<file path="config.mk">
export PLATFORM = sky130hd
export DESIGN_NAME = lisl_cell
export DESIGN_NICKNAME = d
export VERILOG_FILES = /design/src/rtl/core/lisl_pkg.sv /design/src/rtl/core/lisl_cell.sv
export SDC_FILE = /design/constraint.sdc
export NUM_CORES = 1
export LEC_CHECK = 0
export BUFFER_PORTS_ARGS = -buffer_cell sky130_fd_sc_hd__buf_4
export CAP_MARGIN = 20
export CELL_PAD_IN_SITES_DETAIL_PLACEMENT = 0
export CELL_PAD_IN_SITES_GLOBAL_PLACEMENT = 2
export CORE_ASPECT_RATIO = 1.5
export CORE_MARGIN = 1.5
export CORE_UTILIZATION = 28
export DETAILED_ROUTE_END_ITERATION = 16
export PLACE_DENSITY_LB_ADDON = 0.1
export SLEW_MARGIN = 20
export SYNTH_ARGS = -nofsm -noshare
export SYNTH_HDL_FRONTEND = slang
export SYNTH_SLANG_ARGS = --single-unit
</file>
<file path="constraint.sdc">
create_clock -name clk -period 2.8 [get_ports clk]
set_input_delay 0.28 -clock clk [delete_from_list [all_inputs] [get_ports clk]]
set_output_delay 0.28 -clock clk [all_outputs]
set_load 0.05 [all_outputs]
</file>
<file path="src/rtl/core/lisl_pkg.sv">
package lisl_pkg;

  // Default capacity of the sequence store
  localparam int DEF_MAX_ITEMS = 64;

  localparam int VALUE_W = 32;
  localparam int POS_W   = 6;
  localparam int SLEN_W  = 7;

  typedef struct packed {
    logic signed [VALUE_W-1:0] value;
    logic                      last_item;
  } lisl_in_t;

  typedef struct packed {
    logic signed [VALUE_W-1:0] element;
    logic [POS_W-1:0]          position;
    logic [SLEN_W-1:0]         seq_length;
    logic                      last_result;
    logic                      overflow;
  } lisl_out_t;

  // Sequencer states
  typedef enum logic [3:0] {
    ST_LOAD = 4'b0001,
    ST_COMP = 4'b0010,
    ST_WALK = 4'b0100,
    ST_EMIT = 4'b1000
  } lisl_state_t;

endpackage

</file>
<file path="src/rtl/core/lisl_cell.sv">
module lisl_cell import lisl_pkg::*; #(
  parameter int INDEX = 0,
  parameter int IW    = 6,
  parameter int LW    = 7,
  parameter int CW    = 7
) (
  input  logic                      clk,
  input  logic                      rst_n,
  // load
  input  logic                      load_we,
  input  logic signed [VALUE_W-1:0] load_val,
  input  logic                      feed_ld,
  input  logic                      feed_shift,
  input  logic signed [VALUE_W-1:0] feed_in,
  output logic signed [VALUE_W-1:0] feed_out,
  input  logic [CW-1:0]             count,
  // probe chain, left to right
  input  logic                      pv_in,
  input  logic signed [VALUE_W-1:0] pval_in,
  input  logic [IW-1:0]             pidx_in,
  input  logic [LW-1:0]             pbest_in,
  output logic                      pv_out,
  output logic signed [VALUE_W-1:0] pval_out,
  output logic [IW-1:0]             pidx_out,
  output logic [LW-1:0]             pbest_out,
  output logic [LW-1:0]             len_wr,
  // walk chain, right to left
  input  logic                      wv_in,
  input  logic [LW-1:0]             wneed_in,
  input  logic signed [VALUE_W-1:0] wprev_in,
  input  logic                      wfirst_in,
  output logic                      wv_out,
  output logic [LW-1:0]             wneed_out,
  output logic signed [VALUE_W-1:0] wprev_out,
  output logic                      wfirst_out,
  input  logic                      sel_clr,
  // emit chain, left to right
  input  logic                      em_in,
  output logic                      em_out,
  output logic                      hit,
  output logic signed [VALUE_W-1:0] hit_val
);

  logic signed [VALUE_W-1:0] value_r, feed_r, pval_r, wprev_r;
  logic [LW-1:0]             len_r, pbest_r, wneed_r;
  logic [IW-1:0]             pidx_r;
  logic                      pv_r, wv_r, wfirst_r, em_r, sel_r;
  logic                      p_end, w_take;

  assign p_end  = pv_in && (pidx_in == IW'(INDEX));
  assign len_wr = p_end ? (pbest_in + LW'(1)) : '0;
  assign w_take = wv_in && (CW'(INDEX) < count) && (len_r == wneed_in) &&
                  (wfirst_in || (value_r < wprev_in));

  // Hold loaded value, computed length and shifting feed copy; register probe and walk data
  always_ff @(posedge clk) begin
    if (load_we) value_r <= load_val;
    if (feed_ld) begin
      feed_r <= load_we ? load_val : value_r;
    end else if (feed_shift) begin
      feed_r <= feed_in;
    end
    if (p_end) len_r <= pbest_in + LW'(1);
    pval_r  <= pval_in;
    pidx_r  <= pidx_in;
    pbest_r <= (pv_in && (value_r < pval_in) && (len_r > pbest_in)) ? len_r : pbest_in;
    wneed_r <= w_take ? (wneed_in - LW'(1)) : wneed_in;
    wprev_r <= w_take ? value_r : wprev_in;
  end

  // Advance the tokens
  always_ff @(posedge clk) begin
    if (!rst_n) begin
      pv_r     <= 1'b0;
      wv_r     <= 1'b0;
      wfirst_r <= 1'b0;
      em_r     <= 1'b0;
      sel_r    <= 1'b0;
    end else begin
      pv_r     <= pv_in && !p_end;
      wv_r     <= wv_in;
      wfirst_r <= wfirst_in && !w_take;
      em_r     <= em_in;
      if (sel_clr) begin
        sel_r <= 1'b0;
      end else if (w_take) begin
        sel_r <= 1'b1;
      end
    end
  end

  assign feed_out   = feed_r;
  assign pv_out     = pv_r;
  assign pval_out   = pval_r;
  assign pidx_out   = pidx_r;
  assign pbest_out  = pbest_r;
  assign wv_out     = wv_r;
  assign wneed_out  = wneed_r;
  assign wprev_out  = wprev_r;
  assign wfirst_out = wfirst_r;
  assign em_out     = em_r;
  assign hit        = em_in && sel_r;
  assign hit_val    = value_r;

endmodule

</file>
==> results.ini, run 1 <==
[run_status]
status=complete, no violations

[synthesis]
ys_warn_count=0
yosysUniqueCellTypes=47
syn_nets=870
synth_edf_count=39
ys.flop_type=dfxtp_1
synthArstFlopShare=0
avgSynthCellArea_um2=11.06
synth_area_um2=7010
seq_area_frac_synth=0.5126
synth_seq_cells=160
synthCells=634

[power]
peakVddDrop_mv=0.4382
power.density_nw_per_um2=607.7
leakage_nw=5.265

[placed_design]
port_buffers=324
dp.final_hpwl_um=18510
gp_routability_congestion=0.7392

[sta]
setup_viol=0
tightest_slew_ps=570.2
slew_viol_final=0
rsz0062_at_grt=false
finalCriticalPeriod_ps=2624
max_freq_ghz=0.3812
hold_viol=0
fin_crit_sh=0.9370
clock_skew_ps=12.39
slew_headroom=0.6199
setup_tns_ps=0

[die]
num_io_pins=325
core_area_um2=24520
fp.dieArea_um2=26020
initial_utilization=0.2859
die_width_um=132.2
die_y_um=196.8
num_rows=70

[detailed_routing]
vias=5954
drcViolationCount=0
wl_um=23370
via_per_inst=4.356
ant_nets=0
routedWlPerCell_um=17.10
drt-initial-drc-count=158
firstDrtPassIters=5

[setup_path]
crit_arrival_ps=2910
cp.required_ps=3090
path_cells=dlygate4sd3_1 > buf_4 > inv_1 > ha_1 > a21o_1 > a21o_1 > a21oi_1 > o21ai_0 > o311ai_0 > buf_4 > and4b_1 > o32ai_1
critPathBufInv=4
setup.worst_path.start_class=input pin
crit_family=compound AO/OA/AOI/OAI gates
cp-end-kind=register
slowest_stage=dlygate4sd3_1
worstSetupPathType=input pin to register
critPathMaxStageDelay_ps=540
worstPathMaxFanout=7

[clocking]
root_buffer=clkbuf_16
htreeDepth=4
clk_pin_slew_ps=60
cts_tree=done
clock_latency_ps=440
cts-buffers-inserted=17
clockBufferDepth=2
cts.sinks=160
cts_setup_buffers=0

[layout]
nets=1266
diodes=0
drive_above_1_share=0.4410
final_util=0.4494
syn2layout_area_growth_pct=57.20

[global_route]
grt_pass1_wl_um=35050
grt_max_degree=33
grt_pass1_vias=6368
grt-ovfl-total=0
grt_antenna_before_repair=0
grt_use_total=0.1802

[min_path]
holdCritPathClass=input pin to register

[flow_run]
cap_violations=0

[logic make-up after synthesis]
group	after synthesis	synth area share
AOI/OAI and AO/OA	104	0.09352
xor gates and xnor gates	18	0.02249
DFF	160	0.5126
muxes	65	0.1044
and+or+nand+nor	118	0.08692
buffers and inverters	98	0.05336
adders and majority gates	71	0.1267
[placed cells by master (no fill, tap or decap), drive strengths merged, types with 11 or more instances in the layout]
cell type,netlist,routed
a21o,12,12
xnor2,11,11
edfxtp,39,39
nand2,42,42
inv,81,83
ha,71,71
dlygate4sd3,0,39
clkbuf,11,23
a21oi,17,17
nor2,16,16
dfxtp,121,121
mux2,65,65
o21ai,45,45
buf,6,355
nand4,16,16
[path summary, 6_finish.rpt]
kind | start | to | slack [ps] | depth (start not counted)
min | wneed_in[6] | wneed_out[6]$_DFF_P_ | 50 | 2
max reg2reg | hit_val[14]$_DFF_P_ | wprev_out[24]$_DFF_P_ | 220 | 10
min reg2reg | hit_val[11]$_DFF_P_ | wprev_out[11]$_DFF_P_ | 510 | 2
max | pval_in[13] | pbest_out[0]$_DFF_P_ | 180 | 12
[flip-flops by register name (all words and copies together), names as in the netlist]
register	cells
pbest_out	7
pval_out	32
pidx_out	6
pv_out	1
hit_val	32
wv_out	1
len_r	7
wneed_out	7
wfirst_out	1
wprev_out	32
em_out	1
sel_r	1
feed_out	32
[cells in the mapped netlist (all sizes together), types with 4 or more instances]
cell / instances / area (um2)
nor2b: 4 / 25.02
dfxtp: 121 / 2422
xor2: 7 / 61.31
o32ai: 7 / 61.31
clkbuf: 11 / 41.29
xnor2: 11 / 96.34
nor2: 16 / 60.06
nand2b: 5 / 31.28
nand2: 42 / 157.7
nor4: 4 / 25.02
and2: 7 / 43.79
ha: 71 / 888.4
a21oi: 17 / 85.08
nor3: 5 / 25.02
o21a: 4 / 30.03
mux2: 65 / 732.0
edfxtp: 39 / 1171
nand4: 16 / 100.1
buf: 6 / 28.78
a21o: 12 / 90.09
nand3: 7 / 35.03
a211oi: 4 / 30.03
o21ai: 45 / 225.2
inv: 81 / 304.0
[area by class of cell]
type / instances / area [um2]
Fill cell: 2415 / 13500
Sequential cell: 160 / 3596
Tap cell: 324 / 405.4
Inverter: 81 / 304.0
Multi-Input combinational cell: 376 / 3058
Clock inverter: 9 / 77.57
Clock buffer: 23 / 499.2
Timing Repair Buffer: 394 / 3080
[layer usage]
metal / track usage / share of wire / up-vias
met3: 0.04913 / 0.058 / 22
li1: - / - / 3007
met4: 0.05779 / 0.017 / 0
met1: 0.1920 / 0.39 / 2731
met5: 0 / 0 / -
met2: 0.3413 / 0.54 / 194
[where the power goes]
| part | total, mW | internal [mW] | switching (mW) |
|---|---|---|---|
| Sequential | 2.64 | 2.55 | 0.0915 |
| Combinational | 1.74 | 0.687 | 1.05 |
| Clock | 2.31 | 1.34 | 0.970 |
[repair_timing]
action	CTS	global route
endpoints found under the setup margin	0	28
hold buffers	39	0
hold endpoints to repair	39	0
resized for setup	0	3
[per-stage QoR]
step                      worst slack (ps)  hold slack [ps]  instances  power (mW)  cell area, um2
after global routing                 7.077            46.15       1367       6.994           11020
after CTS                            51.62            27.21       1367       6.788           11010
final                                176.5            48.71       1367       6.698           11020
after detailed placement             52.76            395.7       1296       4.410           10040
after floorplan                      7.707            307.7        634       3.710            7013
after global placement               131.6            393.1       1296       4.411           10040
(Power assumes the default switching activity.)
==> run 2, diff against run 1 <==
- HOLD_SLACK_MARGIN: unset -> 0.1
==> run 2 against run 1 <==
Against the previous run:
- via count up 2.3%
- core utilization is 1.6 points higher
- critical path depth down 1
==> results.ini, run 2 (synthesis results as in run 1) <==
[run_status]
status=complete, no violations

[setup_path]
rr_worst_depth=10  ; unchanged
setup.worst_path.start_class=input pin
r2r-end=wprev_out[24]$_DFF_P_
cp-end-kind=register
worstSetupPathType=input pin to register
cp.required_ps=3090  ; about the same
crit_arrival_ps=2910  ; about the same
rrSetupSlack_ps=210  ; about the same
startpoint=pval_in[25]
crit-reg2reg-launch=hit_val[14]$_DFF_P_
worstPathMaxFanout=7  ; unchanged

[die]
num_rows=70  ; unchanged
die_width_um=132.2  ; unchanged
initial_utilization=0.2859  ; unchanged
core_area_um2=24520  ; unchanged
die_y_um=196.8  ; unchanged
fp.dieArea_um2=26020  ; unchanged
num_io_pins=325  ; unchanged

[clocking]
root_buffer=clkbuf_16
cts.sinks=160  ; unchanged
cts-buffers-inserted=17  ; unchanged
clockBufferDepth=2  ; unchanged
htreeDepth=4  ; unchanged
clock_latency_ps=440  ; about the same
cts_tree=done
cts_setup_buffers=0  ; unchanged
clk_pin_slew_ps=70  ; about the same

[min_path]
min_path_cells=3  ; +1
hold_end=wprev_out[6]$_DFF_P_
min_from=wprev_in[6]
holdCritPathClass=input pin to register

[detailed_routing]
met3_length_um=1344  ; about the same
vias=6093  ; +2.3%
topRoutingLayerUsed=met4
drcViolationCount=0  ; unchanged
ant_nets=0  ; unchanged
via_per_inst=4.337  ; -0.43%
met1_length_um=9161  ; +0.76%
routedWlPerCell_um=16.79  ; -1.8%
wl_um=23600  ; +0.96%
drt-initial-drc-count=156  ; -1.3%
wl_met2_um=12740  ; +1.7%
firstDrtPassIters=4  ; -1

[sta]
rsz0062_at_grt=false
whs_ps=118.3  ; +69.59 ps
slew_headroom=0.6185  ; -0.001356
finalCriticalPeriod_ps=2620  ; -3.112 ps
hold_viol=0  ; unchanged
fin_ws_ps=179.6  ; +3.112 ps
max_freq_ghz=0.3816  ; +0.12%
setup_viol=0  ; unchanged
tightest_slew_ps=572.3  ; +2.034 ps
slew_viol_final=0  ; unchanged
setup_tns_ps=0  ; unchanged
fin_crit_sh=0.9359  ; -0.001111
clock_skew_ps=12.45  ; +0.06280 ps

[layout]
syn2layout_area_growth_pct=62.63
nets=1304  ; +3.0%
final_cell_mix=buf_4 (353), dfxtp_1 (119), inv_1 (81)
diodes=0  ; unchanged
drive_above_1_share=0.4255  ; -0.01550
seqCellArea_um2=3596  ; unchanged
multi_input_area_um2=3058  ; unchanged
fillers=2390  ; -1.0%
layout_commonest_cell=buf_4

[placed_design]
gp_routability_congestion=0.7392  ; unchanged
port_buffers=324  ; unchanged
dp.final_hpwl_um=18510  ; unchanged
pre_cts_ws_ps=52.76  ; unchanged

[global_route]
grt_antenna_before_repair=0  ; unchanged
grt_max_degree=33  ; unchanged
grt-ovfl-total=0  ; unchanged
grt_pass1_wl_um=35560  ; +1.5%
grt_use_total=0.1820  ; +0.001788
grt_pass1_vias=6510  ; +2.2%

[power]
pwr-share-seq=0.392  ; -0.002
pwr-share-comb=0.265  ; +0.005
peakVddDrop_mv=0.4390  ; +0.19%
power.density_nw_per_um2=591.5  ; -2.7%
intPower_mw=4.616  ; +0.75%
leakage_nw=5.424  ; +3.0%
p_sw_frac=0.3155  ; -0.0004368
fin_total_pwr_mw=6.744  ; +0.69%
clock_power_share=0.343  ; -0.002
p_switching_mw=2.128  ; +0.55%

[flow_run]
cap_violations=0  ; unchanged

-- run 2: cell count changes in the layout (fill, tap and decap cells not counted) --
cell           before  now
dlygate4sd3_1      39   77
-- run 2: how the worst max path moves through the flow --
stage	to	slack (ps)	depth (start not counted)
detailed placement	wprev_out[24]$_DFF_P_	50	12
finish	pbest_out[0]$_DFF_P_	180	11
CTS	pbest_out[0]$_DFF_P_	50	11
global placement	wprev_out[24]$_DFF_P_	130	12
global route	wprev_out[5]$_DFF_P_	7	10
floorplan	wneed_out[6]$_DFF_P_	8	9
-- run 2: power by group through the flow --
stage / logic, mW / registers [mW] / clock network [mW]
after CTS: 1.81 / 2.65 / 2.38
after detailed placement: 1.71 / 2.70 / 0
after global placement: 1.72 / 2.69 / 0
after global routing: 1.92 / 2.66 / 2.46
after floorplan: 0.424 / 3.29 / 0
final: 1.79 / 2.64 / 2.31
-- run 2: routing by layer --
layer / up-vias / GRT usage
met4: 0 / 0.05495
li1: 3083 / -
met5: - / 0
met1: 2798 / 0.1937
met2: 192 / 0.3471
met3: 20 / 0.04887
-- run 2: worst max-delay path, cell delays in order --
cell and delay, ps:
dlygate4sd3_1 540, buf_4 110, inv_1 40, ha_1 300
a21o_1 180, a211oi_1 240, o21bai_1 110, a21o_1 190
a211oi_2 340, and4b_1 400, o32ai_1 180
-- run 2: area by class of cell --
type,instances,area share
clock buffers,23,0.04379
inverters,81,0.02667
clock inverters,9,0.006804
multi-input cells,376,0.2682
well taps,324,0.03556
flip-flops and latches,160,0.3154
repair buffers,432,0.3036
-- run 2: through the flow --
stage | cells | cell area [um2] | util
floorplan | 634 | 7013 | -
global placement | 1296 | 10040 | 0.4093
detailed placement | 1296 | 10040 | 0.4093
CTS | 1405 | 11390 | 0.4643
global route | 1405 | 11400 | 0.4649
finish | 1405 | 11400 | 0.4649
-- run 2: timing repair --
action / CTS / global route
gates resized for setup: 0 / 3
endpoints found under the hold margin: 77 / 0
hold buffers: 77 / 0
endpoints found under the setup margin: 0 / 28
